===== src/design/assert_macros.svh =====
// Assertion macros used by the manager design file.
// No dependencies.
`ifndef ASSERT_MACROS_SVH
`define ASSERT_MACROS_SVH
// Implication checked on every rising clock edge outside reset.
`define ASSERT_IMPL(lbl, clk, rst_n, ante, cons) \
  lbl: assert property (@(posedge clk) disable iff (!rst_n) (ante) |-> (cons)) \
    else $error("assertion failed");
// Next-cycle implication.
`define ASSERT_NEXT(lbl, clk, rst_n, ante, cons) \
  lbl: assert property (@(posedge clk) disable iff (!rst_n) (ante) |=> (cons)) \
    else $error("assertion failed");
`endif


===== src/design/lcm_pkg.sv =====
// Package for the lock and condition-variable manager: codes, widths, defaults.
// No dependencies.
package lcm_pkg;
  localparam int LocksDef = 16;
  localparam int CvarsDef = 16;
  localparam int ProcsDef = 16;
  localparam int UsersMax = 31;
  localparam int InW  = 16;
  localparam int OutW = 16;

  localparam logic [3:0] FN_LCREATE  = 4'd0;
  localparam logic [3:0] FN_ACQUIRE  = 4'd1;
  localparam logic [3:0] FN_RELEASE  = 4'd2;
  localparam logic [3:0] FN_CCREATE  = 4'd3;
  localparam logic [3:0] FN_WAIT     = 4'd4;
  localparam logic [3:0] FN_SIGNAL   = 4'd5;
  localparam logic [3:0] FN_BCAST    = 4'd6;
  localparam logic [3:0] FN_LRECLAIM = 4'd7;
  localparam logic [3:0] FN_CRECLAIM = 4'd8;

  localparam logic [1:0] ST_DONE  = 2'd0;
  localparam logic [1:0] ST_BLOCK = 2'd1;
  localparam logic [1:0] ST_ERR   = 2'd2;
endpackage


===== src/design/lock_and_condvar_manager.sv =====
// Lock and condition-variable manager, top level.
// Depends on lcm_pkg and assert_macros.svh.
//
// channel  dir  handshake             payload
// in_      in   in_tvalid/in_tready   tdata: func, lock_index, cvar_index, proc_slot
// out_     out  out_tvalid/out_tready tdata: status,new_index,wake_valid,wake_proc; tlast
//
// Each request is accepted, then decoded; acquire, release, reclaim and errors then emit.
// Wait adds a cvar queue push; create scans the table for a free index before emitting.
// Signal pops one waiter, broadcast each; retry its recorded lock, send a wake for each grant.
// Reset clears all used/held flags and queue heads at once; no clearing pass.
// A stalled result holds the sequencer; in_tready needs idle and a free or draining output.
`include "assert_macros.svh"
module lock_and_condvar_manager #(
  parameter int LOCKS = lcm_pkg::LocksDef,
  parameter int CVARS = lcm_pkg::CvarsDef,
  parameter int PROCS = lcm_pkg::ProcsDef
) (
  input  logic                    clk,
  input  logic                    rst_n,
  input  logic                    in_tvalid,
  output logic                    in_tready,
  // func[3:0], lock_index[7:4], cvar_index[11:8], proc_slot[15:12]
  input  logic [lcm_pkg::InW-1:0] in_tdata,
  output logic                    out_tvalid,
  input  logic                    out_tready,
  // status[1:0], new_index[5:2], wake_valid[6], wake_proc[10:7], zero[15:11]
  output logic [lcm_pkg::OutW-1:0] out_tdata,
  output logic                    out_tlast
);
  import lcm_pkg::*;

  localparam int LW = (LOCKS > 1) ? $clog2(LOCKS) : 1;
  localparam int CW = (CVARS > 1) ? $clog2(CVARS) : 1;
  localparam int PW = $clog2(PROCS + 1);
  localparam int SW = (LOCKS > CVARS) ? $clog2(LOCKS + 1) : $clog2(CVARS + 1);
  localparam logic [PW-1:0] QEMPTY = PW'(PROCS);

  typedef enum logic [6:0] {
    S_IDLE  = 7'b0000001,
    S_DEC   = 7'b0000010,
    S_SCAN  = 7'b0000100,
    S_POP   = 7'b0001000,
    S_RETRY = 7'b0010000,
    S_EMIT  = 7'b0100000,
    S_OUT   = 7'b1000000
  } state_t;

  state_t state_r, state_nxt;

  logic [LOCKS-1:0] lused_r, lheld_r;
  logic [PW-1:0]    lowner_r [LOCKS];
  logic [4:0]       lusers_r [LOCKS];
  logic [PW-1:0]    lhead_r  [LOCKS];
  logic [PW-1:0]    ltail_r  [LOCKS];
  logic [CVARS-1:0] cused_r;
  logic [PW-1:0]    chead_r  [CVARS];
  logic [PW-1:0]    ctail_r  [CVARS];
  logic [PW-1:0]    plink_r  [PROCS];
  logic [LW-1:0]    pwant_r  [PROCS];

  logic [3:0]  func_r, lidx_r, cidx_r, pslot_r;
  logic [SW-1:0] scan_r;
  logic [PW-1:0] cnt_r;     // waiters taken by this broadcast
  logic [PW-1:0] wproc_r;   // popped waiter
  logic [PW-1:0] pend_r;    // granted waiter whose result is not sent yet
  logic          woke_any_r;
  logic [1:0]  o_st_r;
  logic [3:0]  o_idx_r, o_wp_r;
  logic        o_wv_r, o_last_r, o_valid_r;
  logic        fin_r;       // after this emit the request is finished

  assign in_tready  = (state_r == S_IDLE) && (!o_valid_r || out_tready);
  assign out_tvalid = o_valid_r;
  assign out_tlast  = o_last_r;
  assign out_tdata  = {5'd0, o_wp_r, o_wv_r, o_idx_r, o_st_r};

  // range checks
  logic l_ok, c_ok, p_ok;
  assign l_ok = ({28'd0, lidx_r} < LOCKS);
  assign c_ok = ({28'd0, cidx_r} < CVARS);
  assign p_ok = ({28'd0, pslot_r} < PROCS);

  logic [LW-1:0] li;
  logic [CW-1:0] ci;
  logic [PW-1:0] pi;
  assign li = lidx_r[LW-1:0];
  assign ci = cidx_r[CW-1:0];
  assign pi = PW'(pslot_r);

  // popped waiter's lock
  logic [LW-1:0] wl;
  logic [PW-2:0] wsel;
  assign wsel = wproc_r[PW-2:0];
  assign wl = pwant_r[wsel];

  always_ff @(posedge clk) begin
    if (!rst_n) begin
      state_r   <= S_IDLE;
      lused_r   <= '0;
      lheld_r   <= '0;
      cused_r   <= '0;
      o_valid_r <= 1'b0;
      for (int i = 0; i < LOCKS; i++) begin
        lowner_r[i] <= '0;
        lusers_r[i] <= '0;
        lhead_r[i]  <= QEMPTY;
      end
      for (int i = 0; i < CVARS; i++) chead_r[i] <= QEMPTY;
    end else begin
      if (o_valid_r && out_tready) o_valid_r <= 1'b0;
      case (state_r)
        S_IDLE: begin
          if (in_tvalid && in_tready) begin
            func_r  <= in_tdata[3:0];
            lidx_r  <= in_tdata[7:4];
            cidx_r  <= in_tdata[11:8];
            pslot_r <= in_tdata[15:12];
            scan_r  <= '0;
            cnt_r   <= '0;
            woke_any_r <= 1'b0;
            state_r <= S_DEC;
          end
        end
        S_DEC: begin
          o_st_r <= ST_ERR; o_idx_r <= '0; o_wv_r <= 1'b0; o_wp_r <= '0;
          o_last_r <= 1'b1; fin_r <= 1'b0;
          state_r <= S_EMIT;
          case (func_r)
            FN_LCREATE, FN_CCREATE: state_r <= S_SCAN;
            FN_ACQUIRE: begin
              if (l_ok && p_ok && lused_r[li]) begin
                if (!lheld_r[li]) begin
                  lheld_r[li] <= 1'b1;
                  lowner_r[li] <= pi;
                  if (lusers_r[li] < 5'(UsersMax)) lusers_r[li] <= lusers_r[li] + 5'd1;
                  o_st_r <= ST_DONE;
                end else if (lowner_r[li] != pi) begin
                  plink_r[pi[PW-2:0]] <= QEMPTY;
                  if (lhead_r[li] == QEMPTY) lhead_r[li] <= pi;
                  else plink_r[ltail_r[li][PW-2:0]] <= pi;
                  ltail_r[li] <= pi;
                  if (lusers_r[li] < 5'(UsersMax)) lusers_r[li] <= lusers_r[li] + 5'd1;
                  o_st_r <= ST_BLOCK;
                end
              end
            end
            FN_RELEASE, FN_WAIT: begin
              if (l_ok && p_ok && lused_r[li] && lheld_r[li] && lowner_r[li] == pi &&
                  (func_r == FN_RELEASE || (c_ok && cused_r[ci]))) begin
                if (lhead_r[li] == QEMPTY) lheld_r[li] <= 1'b0;
                else begin
                  lowner_r[li] <= lhead_r[li];
                  lhead_r[li] <= plink_r[lhead_r[li][PW-2:0]];
                  plink_r[lhead_r[li][PW-2:0]] <= QEMPTY;
                  o_wv_r <= 1'b1;
                  o_wp_r <= 4'(lhead_r[li]);
                end
                if (func_r == FN_RELEASE) begin
                  if (lusers_r[li] != 5'd0) lusers_r[li] <= lusers_r[li] - 5'd1;
                  o_st_r <= ST_DONE;
                end else begin
                  o_st_r <= ST_BLOCK;
                  state_r <= S_POP; // cvar queue push follows in S_POP
                end
              end
            end
            FN_SIGNAL, FN_BCAST: begin
              if (c_ok && cused_r[ci]) state_r <= S_POP;
            end
            FN_LRECLAIM: begin
              if (l_ok && lused_r[li] && lusers_r[li] == 5'd0) begin
                lused_r[li] <= 1'b0; lheld_r[li] <= 1'b0; o_st_r <= ST_DONE;
              end
            end
            FN_CRECLAIM: begin
              if (c_ok && cused_r[ci] && chead_r[ci] == QEMPTY) begin
                cused_r[ci] <= 1'b0; o_st_r <= ST_DONE;
              end
            end
            default: ;
          endcase
        end
        S_SCAN: begin
          // one entry per cycle
          if (func_r == FN_LCREATE) begin
            if (scan_r == SW'(LOCKS)) state_r <= S_EMIT;
            else if (!lused_r[scan_r[LW-1:0]]) begin
              lused_r[scan_r[LW-1:0]]  <= 1'b1;
              lheld_r[scan_r[LW-1:0]]  <= 1'b0;
              lowner_r[scan_r[LW-1:0]] <= '0;
              lusers_r[scan_r[LW-1:0]] <= '0;
              lhead_r[scan_r[LW-1:0]]  <= QEMPTY;
              o_st_r <= ST_DONE; o_idx_r <= 4'(scan_r);
              state_r <= S_EMIT;
            end else scan_r <= scan_r + 1'b1;
          end else begin
            if (scan_r == SW'(CVARS)) state_r <= S_EMIT;
            else if (!cused_r[scan_r[CW-1:0]]) begin
              cused_r[scan_r[CW-1:0]] <= 1'b1;
              chead_r[scan_r[CW-1:0]] <= QEMPTY;
              o_st_r <= ST_DONE; o_idx_r <= 4'(scan_r);
              state_r <= S_EMIT;
            end else scan_r <= scan_r + 1'b1;
          end
        end
        S_POP: begin
          if (func_r == FN_WAIT) begin
            pwant_r[pi[PW-2:0]] <= li;
            plink_r[pi[PW-2:0]] <= QEMPTY;
            if (chead_r[ci] == QEMPTY) chead_r[ci] <= pi;
            else plink_r[ctail_r[ci][PW-2:0]] <= pi;
            ctail_r[ci] <= pi;
            state_r <= S_EMIT;
          end else if (chead_r[ci] == QEMPTY || cnt_r == PW'(PROCS)) begin
            // the held-back wake goes out as the final transaction
            if (woke_any_r) begin
              fin_r <= 1'b1; state_r <= S_OUT;
            end else begin
              o_st_r <= ST_DONE; state_r <= S_EMIT;
            end
          end else begin
            wproc_r <= chead_r[ci];
            chead_r[ci] <= plink_r[chead_r[ci][PW-2:0]];
            plink_r[chead_r[ci][PW-2:0]] <= QEMPTY;
            cnt_r <= cnt_r + 1'b1;
            state_r <= S_RETRY;
          end
        end
        S_RETRY: begin
          // retry the recorded lock for the popped waiter
          state_r <= (func_r == FN_SIGNAL) ? S_POP : S_POP;
          if (func_r == FN_SIGNAL) cnt_r <= PW'(PROCS);
          if (lused_r[wl]) begin
            if (!lheld_r[wl]) begin
              lheld_r[wl] <= 1'b1;
              lowner_r[wl] <= wproc_r;
              state_r <= S_OUT;
            end else if (lowner_r[wl] != wproc_r) begin
              plink_r[wsel] <= QEMPTY;
              if (lhead_r[wl] == QEMPTY) lhead_r[wl] <= wproc_r;
              else plink_r[ltail_r[wl][PW-2:0]] <= wproc_r;
              ltail_r[wl] <= wproc_r;
            end
          end
        end
        S_OUT: begin
          // each wake is held back until the next one is found, so that last can be set on the final one
          if (!woke_any_r) begin
            pend_r <= wproc_r;
            woke_any_r <= 1'b1;
            state_r <= S_POP;
          end else if (!o_valid_r || out_tready) begin
            o_st_r <= ST_DONE; o_idx_r <= '0; o_wv_r <= 1'b1; o_wp_r <= 4'(pend_r);
            o_last_r <= fin_r;
            o_valid_r <= 1'b1;
            if (fin_r) state_r <= S_IDLE;
            else begin
              pend_r <= wproc_r;
              state_r <= S_POP;
            end
          end
        end
        S_EMIT: begin
          if (!o_valid_r || out_tready) begin
            o_valid_r <= 1'b1;
            state_r <= S_IDLE;
          end
        end
        default: state_r <= S_IDLE;
      endcase
    end
  end

  `ASSERT_IMPL(a_rdy_idle, clk, rst_n, in_tready, state_r == S_IDLE)
  `ASSERT_NEXT(a_accept, clk, rst_n, in_tvalid && in_tready, state_r == S_DEC)
  `ASSERT_IMPL(a_wake_ok, clk, rst_n, out_tvalid && out_tdata[6], out_tdata[1:0] != ST_ERR)
endmodule


===== config.mk =====
export PLATFORM = sky130hd
export DESIGN_NAME = lock_and_condvar_manager
export DESIGN_NICKNAME = d
export VERILOG_FILES = /design/src/design/lcm_pkg.sv /design/src/design/lock_and_condvar_manager.sv
export VERILOG_INCLUDE_DIRS = /design/src /design/src/design
export SDC_FILE = /design/constraint.sdc
export NUM_CORES = 1
export LEC_CHECK = 0
export BUFFER_PORTS_ARGS = -buffer_cell sky130_fd_sc_hd__buf_2
export CAP_MARGIN = 0
export CORE_MARGIN = 3
export CORE_UTILIZATION = 55
export DETAILED_ROUTE_END_ITERATION = 8
export PLACE_DENSITY = 0.71
export SYNTH_ARGS = -nofsm -noshare
export SYNTH_HDL_FRONTEND = slang
export SYNTH_SLANG_ARGS = --single-unit

===== constraint.sdc =====
create_clock -name clk -period 7.5 [get_ports clk]
set_input_delay 1.5 -clock clk [delete_from_list [all_inputs] [get_ports clk]]
set_output_delay 1.5 -clock clk [all_outputs]
set_load 0.02 [all_outputs]

Word-level counts from Yosys, hierarchy flattened
Memories as Yosys holds them, arrays and structs flattened. A register that Yosys moved wholly into a read port is not among the register bits. Cells that the tools add are included.

Equal/unequal tests: 59. Mux-type cells: 302. Add/subtract/negate cells: 4. Order comparisons: 9. Bitwise logic cells: 19. Reductions and logical operators: 61.

Operator list (count): 16-bit two-way mux (20); 4-bit two-way mux (39); 5-bit two-way mux (31); 1-bit two-way mux (151); 7-bit two-way mux (14); 16-bit one-hot mux with 3 select lines (2); 5-bit OR reduction (16); 16-bit bitwise AND (4); 16-bit bitwise OR (4); 16-bit one-hot mux with 2 select lines (2); 7-bit one-hot mux with 7 select lines (1); 16-bit inverter (3); 2-bit != test (second input constant) (20); 2-bit two-way mux (16); 3-bit != test (second input constant) (10); 1-bit binary-select mux with 4-bit select (7); 5-bit == test (second input constant) (5); 6-bit AND reduction (4); 4-bit by 5-bit < comparator with 1-bit output (second input constant) (4); 6-bit two-way mux (3); 6-bit one-hot mux with 3 select lines (1); 1-bit demux with 4-bit select (4); 4-bit by 3-bit == test with 1-bit output (second input constant) (4); 4-bit by 1-bit greater-or-equal comparator with 1-bit output (second input constant) (4); other kinds (43) (85).

Flip-flop bits (word level): 105. Bits in writable memories: 608. Memories: 8. Output and inout bits: 19.

Memories: chead_r (depth 16, bits a word 5, rd ports 1, clocked after Yosys merged registers in 1, write ports 16, line lock_and_condvar_manager.sv:57) `logic [PW-1:0] chead_r [CVARS];`; lhead_r (depth 16, bits a word 5, rd ports 2, clocked after Yosys merged registers in 1, write ports 16, line lock_and_condvar_manager.sv:54) `logic [PW-1:0] lhead_r [LOCKS];`; lowner_r (depth 16, bits a word 5, rd ports 2, clocked after Yosys merged registers in 1, write ports 16, line lock_and_condvar_manager.sv:52) `logic [PW-1:0] lowner_r [LOCKS];`; ltail_r (depth 16, bits a word 5, rd ports 2, clocked after Yosys merged registers in 1, write ports 1, line lock_and_condvar_manager.sv:55) `logic [PW-1:0] ltail_r [LOCKS];`; lusers_r (depth 16, bits a word 5, rd ports 1, clocked after Yosys merged registers in 1, write ports 16, line lock_and_condvar_manager.sv:53) `logic [4:0] lusers_r [LOCKS];`; plink_r (depth 16, bits a word 5, rd ports 2, clocked after Yosys merged registers in 0, write ports 2, line lock_and_condvar_manager.sv:59) `logic [PW-1:0] plink_r [PROCS];`; +2 memories.

Logic depth before layout (Yosys ltp)
Depth after elaboration: 15. Mapped depth: 20. Gate-level depth less buffers: 15.

Worst setup path after synthesis
No wires, ideal clock.

Kind: flip-flop to flip-flop. Start point: register (tool-made name). End point: memory lusers_r[10][4], data pin. Stages on the path, launching flop included: 21. Clock period less this slack: 4776 ps. Slack: 2724 ps. Required time: 7235 ps. Path buffers: 5. Library setup time: 265 ps. Data arrival time: 4511 ps. Cell sequence: dfxtp_1 buf_2 buf_2 buf_6 mux4_2 mux2i_1 xnor2_1 nor3_1 o2111ai_1 clkbuf_1 nor4_1 inv_1 fa_1 inv_1 a21o_1 a21oi_1 xor2_1 xnor2_1 nand2_1 clkbuf_1 nor2_1.

RTL lines (line): end, declared (lock_and_condvar_manager.sv:53).

==> results.toml <==
[clock_tree]
cts_buffers = 76
cts-root-buf = "clkbuf_16"
cts.sinks = 709
post_cts_resized = 0
postCtsSetupBuffers = 0
clkTransAtPathRegs_ps = 70
cts_tree = "done"
cts.path.max_buffers = 3
insertion_delay_ps = 650
h-tree-depth = 3
cts_hold_buffers = 0

[pwr]
peakVddDrop_uv = 234
internal_power_mw = 6.95
seqPwrFrac_pct = 48.4
p_sw_share_pct = 24.8
power.switching_mw = 2.29
comb_power_share_pct = 9.8
clkPwrFrac_pct = 41.7
power_density_nw_per_um2 = 225
power.leakage_nw = 13.7

[routing]
dr.pass1.iters = 6
first_iter_violations = 3980
wl_per_cell_um = 27.7
drt_wl_total_um = 111000
vias_per_cell = 6.85
vias = 27425
ant_nets = 0
drc = 0

[synth]
ys_seq_area_share_pct = 54.7
ys_seq_elements = 709
synth_async_sr_flop_share_pct = 0
syn_area_um2 = 37700
synth_top_area_share_pct = 51.1
synthTopCellsByCount = "641 x edfxtp_1, 428 x nor2_1, 320 x nand2_1, 251 x mux2i_1, 183 x mux4_2"
synth_edf_count = 641
yosys_warnings = 0
ys.flop_type = "edfxtp_1"
synthCells = 3113
synth.avg_cell_area_um2 = 12.1
synth_most_common_cell = "edfxtp_1"
ys_top_cells_by_area = "edfxtp_1 51%, mux4_2 11%, mux2i_1 6.7%"
yosys.area.top_type = "edfxtp_1"
ys_types = 92

[global_routing]
grt_pass1_wl_um = 167000
overflow = 0
track_usage_pct = 31.1
grt_max_degree = 136
antenna_found_initial = 1
grt_pass1_vias = 26564

[worst_setup_path]
path_buf_inv = 2
cp_data_required_time_ps = 7750
path_cells = "buf_4 > mux2i_1 > mux4_2 > mux2i_4 > buf_4 > nand2_1 > a221oi_1 > or4_4 > nor4b_4 > nand2_2 > a21oi_4 > mux2_2 > o21ai_0"
arrival_ps = 6370
crit_top_cell = "buf_4"
startpoint_type = "register"
path_class = "register to register"
cp_slowest_cell = "dfxtp_1"
path_delay_family = "multiplexers"
cp_max_fo = 56
critPathMaxStageDelay_ps = 860
worst_setup_path_end_kind = "register"

[timing]
maxSlewHeadroom_pct = 14.9
fin_skew_ps = 36.9
setup_violations = 0
slew_violations = 0
post-route-period-util_pct = 81.6
holdWs_ps = 493
fin_setup_tns_ps = 0
final.min_clock_period_ps = 6120
grt_setup_unrepaired = "false"
fmax_mhz = 163
hold_viol = 0
worstMarginPinSlew_ps = 1270

[min_path]
hp-start = "cused_r[10]"
hp-class = "register to register"

[place]
port_buffers = 33
place.gp.congestion = 1.01
place_hpwl_um = 77700

[run]
drv_cap = 0

[cells_and_area]
drive_gt1_share_pct = 16.0
syn_to_final_growth_pct = 9.03
final_nets = 3105

[die]
die-area_um2 = 71600
core-area_um2 = 67500
pin_count = 39
rows = 95
die_w_um = 268
initial_utilization_pct = 55.8
fp.dieH_um = 268

[run_status]
status = "complete, no violations"
## cell usage in the layout, fill, tap and decap left out, types with 21 or more instances in the layout
master	synthesis	routed
inv_1	28	27
mux2i_1	251	246
mux4_2	183	183
nand2b_1	62	62
clkbuf_16	0	77
a21oi_1	91	90
nor2b_1	21	21
mux2_2	33	33
nand2_1	320	319
o22a_1	22	22
nor2_1	428	428
nand3_1	86	86
o21ai_0	122	122
or3_1	24	24
nor3_1	110	109
a22oi_1	24	24
edfxtp_1	641	641
nor4_1	25	23
buf_2	72	33
dfxtp_1	68	63
buf_4	23	78
o22ai_1	22	22
## cell type report
| class | instances | area [um2] |
|---|---|---|
| clock inverters | 46 | 567 |
| diodes | 1 | 2.50 |
| repair buffers | 111 | 751 |
| flip-flops and latches | 709 | 20600 |
| well taps | 873 | 1090 |
| clock buffers | 88 | 1970 |
| multi-input cells | 2146 | 15900 |
| inverters | 31 | 116 |
| fillers | 5247 | 26500 |
## final timing paths
check / to / slack, ps / cells past startpoint
min reg2reg: cused_r[10] / 490 / 2
min: cused_r[10] / 490 / 2
max reg2reg: plink_r[4][3] / 1380 / 13
max: plink_r[4][3] / 1380 / 13
## registers in the layout (all words and copies together) (netlist names), 64 cells and up, named ones only
signal,cells
chead_r,80
lhead_r,80
lowner_r,80
lusers_r,80
plink_r,80
ctail_r,64
ltail_r,64
pwant_r,64
## metrics by stage
step / instance area, um2 / power (mW) / worst slack (ps) / std cells / util [%]
2_1_floorplan: 37700 / 5.16 / 2720 / 3117 / -
3_3_place_gp: 38500 / 5.44 / 1810 / 3870 / 57.0
3_5_place_dp: 38500 / 5.46 / 1560 / 3870 / 57.0
4_1_cts: 41000 / 9.25 / 1490 / 4004 / 60.8
5_1_grt: 41100 / 9.49 / 1090 / 4005 / 60.8
6_report: 41100 / 9.24 / 1380 / 4005 / 60.8
## worst register-to-register path, cell delays in order, from the launching register on
cell and delay (ps):
dfxtp_1 860, buf_4 270, mux2i_1 80, mux4_2 530
mux2i_4 190, buf_4 750, nand2_1 400, a221oi_1 300
or4_4 210, nor4b_4 370, nand2_2 160, a21oi_4 370
mux2_2 590, o21ai_0 660
## layer usage
| layer | GRT usage (%) | vias up | wire length [um] |
|---|---|---|---|
| li1 | - | 11714 | - |
| met1 | 44.5 | 13569 | 43500 |
| met2 | 46.8 | 1860 | 49600 |
| met3 | 6.98 | 282 | 13200 |
| met4 | 12.2 | 0 | 4600 |
| met5 | 0 | - | 0 |
## power groups by stage
stage	logic, mW	registers (mW)	clock network (mW)
detailed placement	0.895	4.56	0
global route	0.958	4.49	4.04
CTS	0.898	4.48	3.88
floorplan	0.676	4.48	0
finish	0.910	4.48	3.85
global placement	0.879	4.56	0
## kinds of logic (layout without fill, tap and decap cells)
family,count (synthesis),after routing,share of synthesized area (%)
AND/OR/NAND/NOR,1217,1217,15.1
flip-flops,709,709,54.7
multiplexers,472,472,18.8
AO/OA/AOI/OAI,418,418,7.21
buffers and inverters,262,276,3.19
XOR/XNOR,24,24,0.578
adder cells (fa/ha/maj),10,10,0.352
other,1,6,0.00996
(Power assumes the default switching activity.)
